--- src/hdl/swc_pkg.sv ---
// types, constants and the stop word table of the stop word counter
`timescale 1ns / 1ps
`default_nettype none
package swc_pkg;

    localparam int NUM_STOP_WORDS = 25;
    localparam int TABLE_SLOTS    = 32;
    localparam int SLOT_BITS      = $clog2(TABLE_SLOTS);
    localparam int COUNT_BITS     = 32;
    localparam int REPORT_BITS    = 32;
    localparam int WORD_BYTES     = 4;
    localparam int WORD_BITS      = 8 * WORD_BYTES;

    // word length codes: 0..4 held characters, LEN_LONG once past four
    localparam logic [2:0] LEN_EMPTY = 3'd0;
    localparam logic [2:0] LEN_FULL  = 3'd4;
    localparam logic [2:0] LEN_LONG  = 3'd5;

    typedef logic [COUNT_BITS-1:0]  t_count;
    typedef logic [REPORT_BITS-1:0] t_report;
    typedef logic [WORD_BITS-1:0]   t_word;
    typedef logic [2:0]             t_len;

    typedef struct packed {
        logic [7:0] character;
        logic       has_character;
        logic       text_end;
        logic       list_end;
    } t_in_item;

    typedef struct packed {
        t_report text_count;
        t_report stop_word_count;
    } t_out_item;

    typedef struct packed {
        t_len  len;
        t_word bytes;
    } t_stop_entry;

    // first character in the low byte; empty slots have length zero
    function automatic t_stop_entry stop_entry(input logic [SLOT_BITS-1:0] idx);
        t_stop_entry e;
        case (idx)
            5'd0:    e = '{3'd1, {8'd0, 8'd0, 8'd0, "a"}};
            5'd1:    e = '{3'd2, {8'd0, 8'd0, "n", "a"}};
            5'd2:    e = '{3'd3, {8'd0, "d", "n", "a"}};
            5'd3:    e = '{3'd3, {8'd0, "e", "r", "a"}};
            5'd4:    e = '{3'd2, {8'd0, 8'd0, "s", "a"}};
            5'd5:    e = '{3'd2, {8'd0, 8'd0, "t", "a"}};
            5'd6:    e = '{3'd2, {8'd0, 8'd0, "e", "b"}};
            5'd7:    e = '{3'd2, {8'd0, 8'd0, "y", "b"}};
            5'd8:    e = '{3'd3, {8'd0, "r", "o", "f"}};
            5'd9:    e = '{3'd4, {"m", "o", "r", "f"}};
            5'd10:   e = '{3'd3, {8'd0, "s", "a", "h"}};
            5'd11:   e = '{3'd2, {8'd0, 8'd0, "e", "h"}};
            5'd12:   e = '{3'd2, {8'd0, 8'd0, "n", "i"}};
            5'd13:   e = '{3'd2, {8'd0, 8'd0, "s", "i"}};
            5'd14:   e = '{3'd2, {8'd0, 8'd0, "t", "i"}};
            5'd15:   e = '{3'd3, {8'd0, "s", "t", "i"}};
            5'd16:   e = '{3'd2, {8'd0, 8'd0, "f", "o"}};
            5'd17:   e = '{3'd2, {8'd0, 8'd0, "n", "o"}};
            5'd18:   e = '{3'd4, {"t", "a", "h", "t"}};
            5'd19:   e = '{3'd3, {8'd0, "e", "h", "t"}};
            5'd20:   e = '{3'd2, {8'd0, 8'd0, "o", "t"}};
            5'd21:   e = '{3'd3, {8'd0, "s", "a", "w"}};
            5'd22:   e = '{3'd4, {"e", "r", "e", "w"}};
            5'd23:   e = '{3'd4, {"l", "l", "i", "w"}};
            5'd24:   e = '{3'd4, {"h", "t", "i", "w"}};
            default: e = '{LEN_EMPTY, '0};
        endcase
        return e;
    endfunction

endpackage
`default_nettype wire

--- src/hdl/swc_in_if.sv ---
// request channel carrying one text character item
`timescale 1ns / 1ps
`default_nettype none
interface swc_in_if;
    import swc_pkg::*;

    logic     valid;
    logic     ready;
    t_in_item payload;

    modport source (output valid, output payload, input ready);
    modport sink   (input valid, input payload, output ready);
endinterface
`default_nettype wire

--- src/hdl/swc_out_if.sv ---
// request channel carrying one pair of list counts
`timescale 1ns / 1ps
`default_nettype none
interface swc_out_if;
    import swc_pkg::*;

    logic      valid;
    logic      ready;
    t_out_item payload;

    modport source (output valid, output payload, input ready);
    modport sink   (input valid, input payload, output ready);
endinterface
`default_nettype wire

--- src/hdl/swc_match.sv ---
// parallel compare of the finished word against the stop word table
`timescale 1ns / 1ps
`default_nettype none
module swc_match (
    input  swc_pkg::t_word i_word_chars,
    input  swc_pkg::t_len  i_word_len,
    output logic           o_hit
);
    import swc_pkg::*;

    t_stop_entry entry;

    always_comb begin
        o_hit = 1'b0;
        entry = '{LEN_EMPTY, '0};
        for (int i = 0; i < NUM_STOP_WORDS && i < TABLE_SLOTS; i++) begin
            entry = stop_entry(SLOT_BITS'(i));
            if (entry.len == i_word_len && entry.bytes == i_word_chars &&
                i_word_len != LEN_EMPTY) begin
                o_hit = 1'b1;
            end
        end
    end
endmodule
`default_nettype wire

--- src/hdl/stop_word_counter.sv ---
// top level of the stop word counter
`timescale 1ns / 1ps
`default_nettype none
// Stop word counter. Takes one character request per clock and splits each
// text into words at space, comma, period, hyphen, colon, semicolon and the
// zero byte; a word also ends at the end of a text. Every word of one to four
// characters is compared exactly (case-sensitive) with a fixed table of 25
// stop words; longer words never match. Texts and matching words are counted
// in saturating counters, and a request with list_end set produces one result
// request with both counts and then clears them (list_end also closes the
// current text, with or without text_end). Throughput is one character per
// cycle while the input side does not stall: a request lands in an input
// register, the word update, table compare and counter update then work on
// it, and a list end loads its result into the output register, where it
// waits until the sink takes it. The input side stalls only while a list
// end sits in the input register behind a result that has not been taken yet.
module stop_word_counter (
    input  wire logic i_clk,
    input  wire logic i_rst_n,
    swc_in_if.sink    i_in,
    swc_out_if.source o_out
);
    import swc_pkg::*;

    localparam logic [7:0] CH_SPACE = 8'h20;
    localparam logic [7:0] CH_COMMA = 8'h2C;
    localparam logic [7:0] CH_DOT   = 8'h2E;
    localparam logic [7:0] CH_DASH  = 8'h2D;
    localparam logic [7:0] CH_COLON = 8'h3A;
    localparam logic [7:0] CH_SEMI  = 8'h3B;
    localparam logic [7:0] CH_NUL   = 8'h00;

    localparam t_count COUNT_MAX = '1;

    function automatic logic is_delim(input logic [7:0] c);
        return c == CH_SPACE || c == CH_COMMA || c == CH_DOT || c == CH_DASH ||
               c == CH_COLON || c == CH_SEMI || c == CH_NUL;
    endfunction

    // counts wider than the result field clamp to all ones
    function automatic t_report report(input t_count v);
        logic [63:0] wide;
        wide = 64'(v);
        if (wide[63:REPORT_BITS] != '0) begin
            return '1;
        end
        return wide[REPORT_BITS-1:0];
    endfunction

    function automatic t_count sat_inc(input t_count v, input logic inc);
        if (inc && v != COUNT_MAX) begin
            return v + t_count'(1);
        end
        return v;
    endfunction

    // input register
    logic     r_in_valid;
    t_in_item r_in;

    // word and count state
    t_word  r_word_chars, n_word_chars;
    t_len   r_word_len,   n_word_len;
    t_count r_texts,      n_texts;
    t_count r_matches,    n_matches;

    // result register
    logic      r_out_valid;
    t_out_item r_out;

    logic   out_free;
    logic   advance;
    logic   process;
    logic   delim;
    logic   text_done;
    logic   word_done;
    t_word  eval_chars;
    t_len   eval_len;
    logic   hit;
    t_count texts_inc;
    t_count matches_inc;

    // the result register is free when empty or being drained this cycle
    assign out_free = !r_out_valid || o_out.ready;
    // only a list end needs room in the result register
    assign advance  = !r_in_valid || !r_in.list_end || out_free;
    assign process  = r_in_valid && advance;
    assign i_in.ready = advance;

    always_ff @(posedge i_clk) begin
        if (!i_rst_n) begin
            r_in_valid <= 1'b0;
        end else if (advance) begin
            r_in_valid <= i_in.valid;
        end
    end

    always_ff @(posedge i_clk) begin
        if (advance && i_in.valid) begin
            r_in <= i_in.payload;
        end
    end

    // word seen after this character: appended when it is a word character
    always_comb begin
        delim      = r_in.has_character && is_delim(r_in.character);
        text_done  = r_in.text_end || r_in.list_end;
        eval_chars = r_word_chars;
        eval_len   = r_word_len;
        if (r_in.has_character && !delim) begin
            if (r_word_len < LEN_FULL) begin
                for (int b = 0; b < WORD_BYTES; b++) begin
                    if (r_word_len[1:0] == 2'(b)) begin
                        eval_chars[8*b +: 8] = r_in.character;
                    end
                end
                eval_len = r_word_len + t_len'(1);
            end else begin
                eval_len = LEN_LONG;
            end
        end
        // a delimiter closes the held word, then a text end finds it empty
        word_done = delim || text_done;
    end

    swc_match u_match (
        .i_word_chars (delim ? r_word_chars : eval_chars),
        .i_word_len   (delim ? r_word_len   : eval_len),
        .o_hit        (hit)
    );

    always_comb begin
        texts_inc    = sat_inc(r_texts, text_done);
        matches_inc  = sat_inc(r_matches, word_done && hit);
        n_word_chars = word_done ? '0 : eval_chars;
        n_word_len   = word_done ? LEN_EMPTY : eval_len;
        n_texts      = r_in.list_end ? '0 : texts_inc;
        n_matches    = r_in.list_end ? '0 : matches_inc;
    end

    always_ff @(posedge i_clk) begin
        if (!i_rst_n) begin
            r_word_chars <= '0;
            r_word_len   <= LEN_EMPTY;
            r_texts      <= '0;
            r_matches    <= '0;
        end else if (process) begin
            r_word_chars <= n_word_chars;
            r_word_len   <= n_word_len;
            r_texts      <= n_texts;
            r_matches    <= n_matches;
        end
    end

    // result register, loaded by a list end and held until taken
    always_ff @(posedge i_clk) begin
        if (!i_rst_n) begin
            r_out_valid <= 1'b0;
        end else if (process && r_in.list_end) begin
            r_out_valid <= 1'b1;
        end else if (o_out.ready) begin
            r_out_valid <= 1'b0;
        end
    end

    always_ff @(posedge i_clk) begin
        if (process && r_in.list_end) begin
            r_out.text_count      <= report(texts_inc);
            r_out.stop_word_count <= report(matches_inc);
        end
    end

    assign o_out.valid   = r_out_valid;
    assign o_out.payload = r_out;
endmodule
`default_nettype wire

--- src/flat_wrapper.sv ---
// flat-port wrapper written by rule: the top's interface ports become plain ports
module stop_word_counter_flat import swc_pkg::*;
  (i_clk, i_rst_n, i_in_valid, i_in_payload, i_in_ready, o_out_valid, o_out_payload, o_out_ready);
  swc_in_if i_in_i ();
  swc_out_if o_out_i ();
  input  wire logic i_clk;
  input  wire logic i_rst_n;
  input wire logic [$bits(i_in_i.valid)-1:0] i_in_valid;
  input wire logic [$bits(i_in_i.payload)-1:0] i_in_payload;
  output wire logic [$bits(i_in_i.ready)-1:0] i_in_ready;
  output wire logic [$bits(o_out_i.valid)-1:0] o_out_valid;
  output wire logic [$bits(o_out_i.payload)-1:0] o_out_payload;
  input wire logic [$bits(o_out_i.ready)-1:0] o_out_ready;
  assign i_in_i.valid = i_in_valid;
  assign i_in_i.payload = i_in_payload;
  assign i_in_ready = i_in_i.ready;
  assign o_out_valid = o_out_i.valid;
  assign o_out_payload = o_out_i.payload;
  assign o_out_i.ready = o_out_ready;
  stop_word_counter u_core (.i_clk(i_clk), .i_rst_n(i_rst_n), .i_in(i_in_i), .o_out(o_out_i));
endmodule
--- config.mk ---
export PLATFORM = sky130hd
export DESIGN_NAME = stop_word_counter_flat
export DESIGN_NICKNAME = d
export VERILOG_FILES = /design/src/hdl/swc_pkg.sv /design/src/hdl/swc_in_if.sv /design/src/hdl/swc_out_if.sv /design/src/hdl/swc_match.sv /design/src/hdl/stop_word_counter.sv /design/src/flat_wrapper.sv
export SDC_FILE = /design/constraint.sdc
export NUM_CORES = 1
export LEC_CHECK = 0
export CAP_MARGIN = 20
export CELL_PAD_IN_SITES_DETAIL_PLACEMENT = 1
export CELL_PAD_IN_SITES_GLOBAL_PLACEMENT = 1
export CORE_UTILIZATION = 50
export CTS_CLUSTER_SIZE = 16
export DETAILED_ROUTE_END_ITERATION = 16
export DONT_BUFFER_PORTS = 1
export PLACE_DENSITY = 0.91
export SLEW_MARGIN = 20
export SYNTH_ARGS = -nofsm -noshare
export SYNTH_HDL_FRONTEND = slang
export SYNTH_SLANG_ARGS = --single-unit
--- constraint.sdc ---
create_clock -name i_clk -period 4.4 [get_ports i_clk]
set_input_delay 0.22 -clock i_clk [delete_from_list [all_inputs] [get_ports i_clk]]
set_output_delay 0.22 -clock i_clk [all_outputs]
set_load 0.1 [all_outputs]
==> load_flow_metrics.sql <==
INSERT INTO impl_metrics (metric_group, metric, value, unit) VALUES
('outcome', 'outcome', 'finished, final reports clean', ''),
('power', 'power.internal', '0.00254', 'W'),
('floorplan', 'die_y', '144', 'um'),
('synth', 'fraction_of_the_mapped_netlist_area_in_adder_cells', '0.00743', ''),
('synth', 'yosys-top-cells-area', 'sky130_fd_sc_hd__edfxtp_1 22%, sky130_fd_sc_hd__dfxtp_1 20%, sky130_fd_sc_hd__nand2_1 4.3%', ''),
('clocking', 'number_of_buffers_created_by_cts', '17', ''),
('synth', 'synth_seq_cells', '176', ''),
('global_routing', 'grt_usage', '0.332', ''),
('sta', 'grt_setup_unrepaired', 'false', ''),
('power', 'power_per_cell_area', '324', 'mW/mm2'),
('global_routing', 'gr-max-usage-layer', 'met2', ''),
('synth', 'synth_simple_gate_area_frac', '0.272', ''),
('routing', 'wire_per_inst', '24.2', 'um'),
('worst_setup_path', 'cp-start-kind', 'flip-flop', ''),
('synth', 'synth_top_family_by_area', 'simple AND/OR/NAND/NOR gates', ''),
('floorplan', 'floorplan.die_area', '0.0208', 'mm2'),
('clocking', 'cts_tree', 'built', ''),
('synth', 'mappedNetlistArea', '0.0101', 'mm2'),
('routing', 'antenna_violating_nets_post_route', '0', ''),
('power', 'portion_of_total_power_attributed_to_the_clock_network', '0.419', ''),
('floorplan', 'initial_utilization', '0.514', ''),
('power', 'p_total', '0.00360', 'W'),
('finish', 'nNetsFinal', '1140', ''),
('synth', 'sequential_cell_area_fraction_in_the_yosys_report', '0.423', ''),
('routing', 'remaining_drc_errors', '0', ''),
('finish', 'layout.cells.most_common_list', '117 x sky130_fd_sc_hd__nand2_1, 101 x sky130_fd_sc_hd__dfxtp_1, 75 x sky130_fd_sc_hd__edfxtp_1', ''),
('sta', 'maxSlewHeadroom', '0.313', ''),
('clocking', 'cts.sinks', '176', ''),
('worst_hold_path', 'holdCritPathClass', 'in2reg', ''),
('power', 'pwr-share-seq', '0.527', ''),
('clocking', 'clock_tree.buffer_depth', '2', ''),
('global_routing', 'grt_max_degree', '67', ''),
('clocking', 'htreeDepth', '4', ''),
('sta', 'maxSlewViolCount', '0', ''),
('clocking', 'post_cts_resize_count', '0', ''),
('finish', 'multi_input_area', '0.00546', 'mm2'),
('power', 'power.switching', '0.00106', 'W'),
('worst_setup_path', 'critical_path_peak_fanout', '22', ''),
('floorplan', 'floorplan.core_area', '0.0197', 'mm2'),
('global_routing', 'grtUsageMet1', '0.412', ''),
('synth', 'synth_xor_area_frac', '0.0538', ''),
('synth', 'synthCells', '1127', ''),
('sta', 'fmax', '0.240', 'GHz'),
('placed_design', 'place_congestion', '0.986', ''),
('worst_setup_path', 'cp_num_buf_inv', '1', ''),
('floorplan', 'die-width', '144', 'um'),
('power', 'power_leakage', '3.69', 'nW'),
('routing', 'routed_via_count_divided_by_cell_count', '6.79', ''),
('sta', 'timing.clock.skew', '11.7', 'ps'),
('sta', 'shortest_period_the_worst_path_allows', '4170', 'ps'),
('routing', 'dr.first_iter.drc_count', '700', ''),
('sta', 'report.final.setup_viol', '0', ''),
('worst_setup_path', 'critical_path.max_stage_delay', '580', 'ps'),
('finish', 'insertedDiodeCount', '0', ''),
('sta', 'final.period_utilization', '0.947', ''),
('power', 'ir_worst_vdd', '0.278', 'mV'),
('global_routing', 'global_route.usage.met3', '0.0526', ''),
('routing', 'drt-pass1-iter-count', '5', ''),
('synth', 'synth-compound-area-share', '0.198', ''),
('clocking', 'post_cts_buffers', '0', ''),
('floorplan', 'io_pins', '81', ''),
('sta', 'hold_viol_final', '0', ''),
('finish', 'layout-drive-gt1-share', '0.0795', ''),
('sta', 'worst_pin_slew', '1030', 'ps'),
('sta', 'finalSetupTns', '0', 'ps'),
('worst_setup_path', 'cp_delay_by_family_top', 'simple AND/OR/NAND/NOR gates', ''),
('synth', 'syn_area_per_cell', '8.96', 'um2'),
('finish', 'register_area', '0.00427', 'mm2'),
('synth', 'synth-edff-count', '75', ''),
('floorplan', 'std_cell_rows', '51', ''),
('worst_setup_path', 'path_cells', 'or3_1, or4_4, o21ai_2, buf_4, nor3_1, a41oi_1, or3_1, o32ai_1, nor4_2, a21o_1, nor2_1, xor2_1', '');
==> flip-flops by register name, summed over array words and instances, names as in the netlist <==
register              flops
u_core.r_texts           32
u_core.r_in              11
u_core.r_word_len         3
u_core.o_out.payload     64
u_core.o_out.valid        1
u_core.r_in_valid         1
u_core.r_matches         32
u_core.r_word_chars      32
==> path summary, 6_finish.rpt <==
path                                     start                                 to  slack (ps)
max                   u_core.r_in[4]$_DFFE_PP_  u_core.o_out.payload[4]$_DFFE_PP_         230
min                                    i_rst_n    u_core.r_texts[28]$_SDFFE_PN0P_         160
max reg2reg           u_core.r_in[4]$_DFFE_PP_  u_core.o_out.payload[4]$_DFFE_PP_         230
min reg2reg  u_core.r_matches[23]$_SDFFE_PN0P_  u_core.r_matches[23]$_SDFFE_PN0P_         510
==> worst register-to-register path, delay by kind of cell (launching register included) <==
family,cells,cell delay [ps]
simple gates,6,1900
compound gates,4,1110
flops,1,450
buf+inv,1,290
xor+xnor,1,160
==> through the flow <==
| step | instances | worst slack, ps | hold slack, ps | cell area (um2) |
|---|---|---|---|---|
| floorplan | 1127 | 258 | 319 | 10100 |
| global placement | 1352 | 394 | 319 | 10400 |
| detailed placement | 1352 | 315 | 319 | 10400 |
| CTS | 1397 | 300 | 151 | 11100 |
| global route | 1397 | 59.5 | 171 | 11100 |
| finish | 1397 | 232 | 159 | 11100 |
==> metal layers <==
| metal | up-vias | wire, um |
|---|---|---|
| met3 | 120 | 1900 |
| met5 | - | 0 |
| met1 | 4717 | 14000 |
| li1 | 4218 | - |
| met2 | 427 | 16400 |
| met4 | 0 | 1480 |
==> logic make-up (layout without fill, tap and decap cells) <==
| kind of cell | count (synthesis) | after routing |
|---|---|---|
| adder cells (fa/ha/maj) | 6 | 6 |
| flip-flops | 176 | 176 |
| buffers and inverters | 88 | 93 |
| XOR/XNOR | 62 | 62 |
| AO/OA/AOI/OAI | 277 | 277 |
| multiplexers | 8 | 8 |
| AND/OR/NAND/NOR | 510 | 510 |
==> cells in the mapped netlist, drive strengths merged, types with 5 or more instances <==
cell type  number
a211oi          6
nor4           13
clkbuf         60
a211o          12
xnor2          47
ha              6
mux2i           5
and2           15
a21boi          7
nand3          59
a21o           14
nor2b          70
a31oi          25
nand3b          8
buf            18
a21oi          39
nor2           66
a41oi           5
o211ai         18
or2             5
edfxtp         75
nand2b         14
o31ai           7
nand4          29
o21ai          42
a32oi          32
o22ai           6
nor3           36
inv            10
and3           33
and4           10
a22oi          25
nand2         118
or3            12
dfxtp         101
xor2           15
==> final cells by class <==
cell class              instances  area share
flip-flops and latches        176       0.385
repair buffers                 51      0.0401
well taps                     265      0.0298
clock inverters                14      0.0123
multi-input cells             863       0.491
clock buffers                  18      0.0386
inverters                      10     0.00338
==> power by group through the flow <==
stage	registers, W	clock network (W)	logic [W]
final	0.00190	0.00151	0.000195
after global routing	0.00190	0.00157	0.000203
after CTS	0.00190	0.00150	0.000187
after detailed placement	0.00193	0	0.000166
after global placement	0.00193	0	0.000161
after floorplan	0.00193	0	0.000115
==> repair_timing <==
action / 4_1_cts / 5_1_grt
endpoints found under the hold margin: 77 / 0
endpoints found under the setup margin: 0 / 0
hold buffers: 13 / 0
No activity file was read; power rests on OpenSTA's default activity.
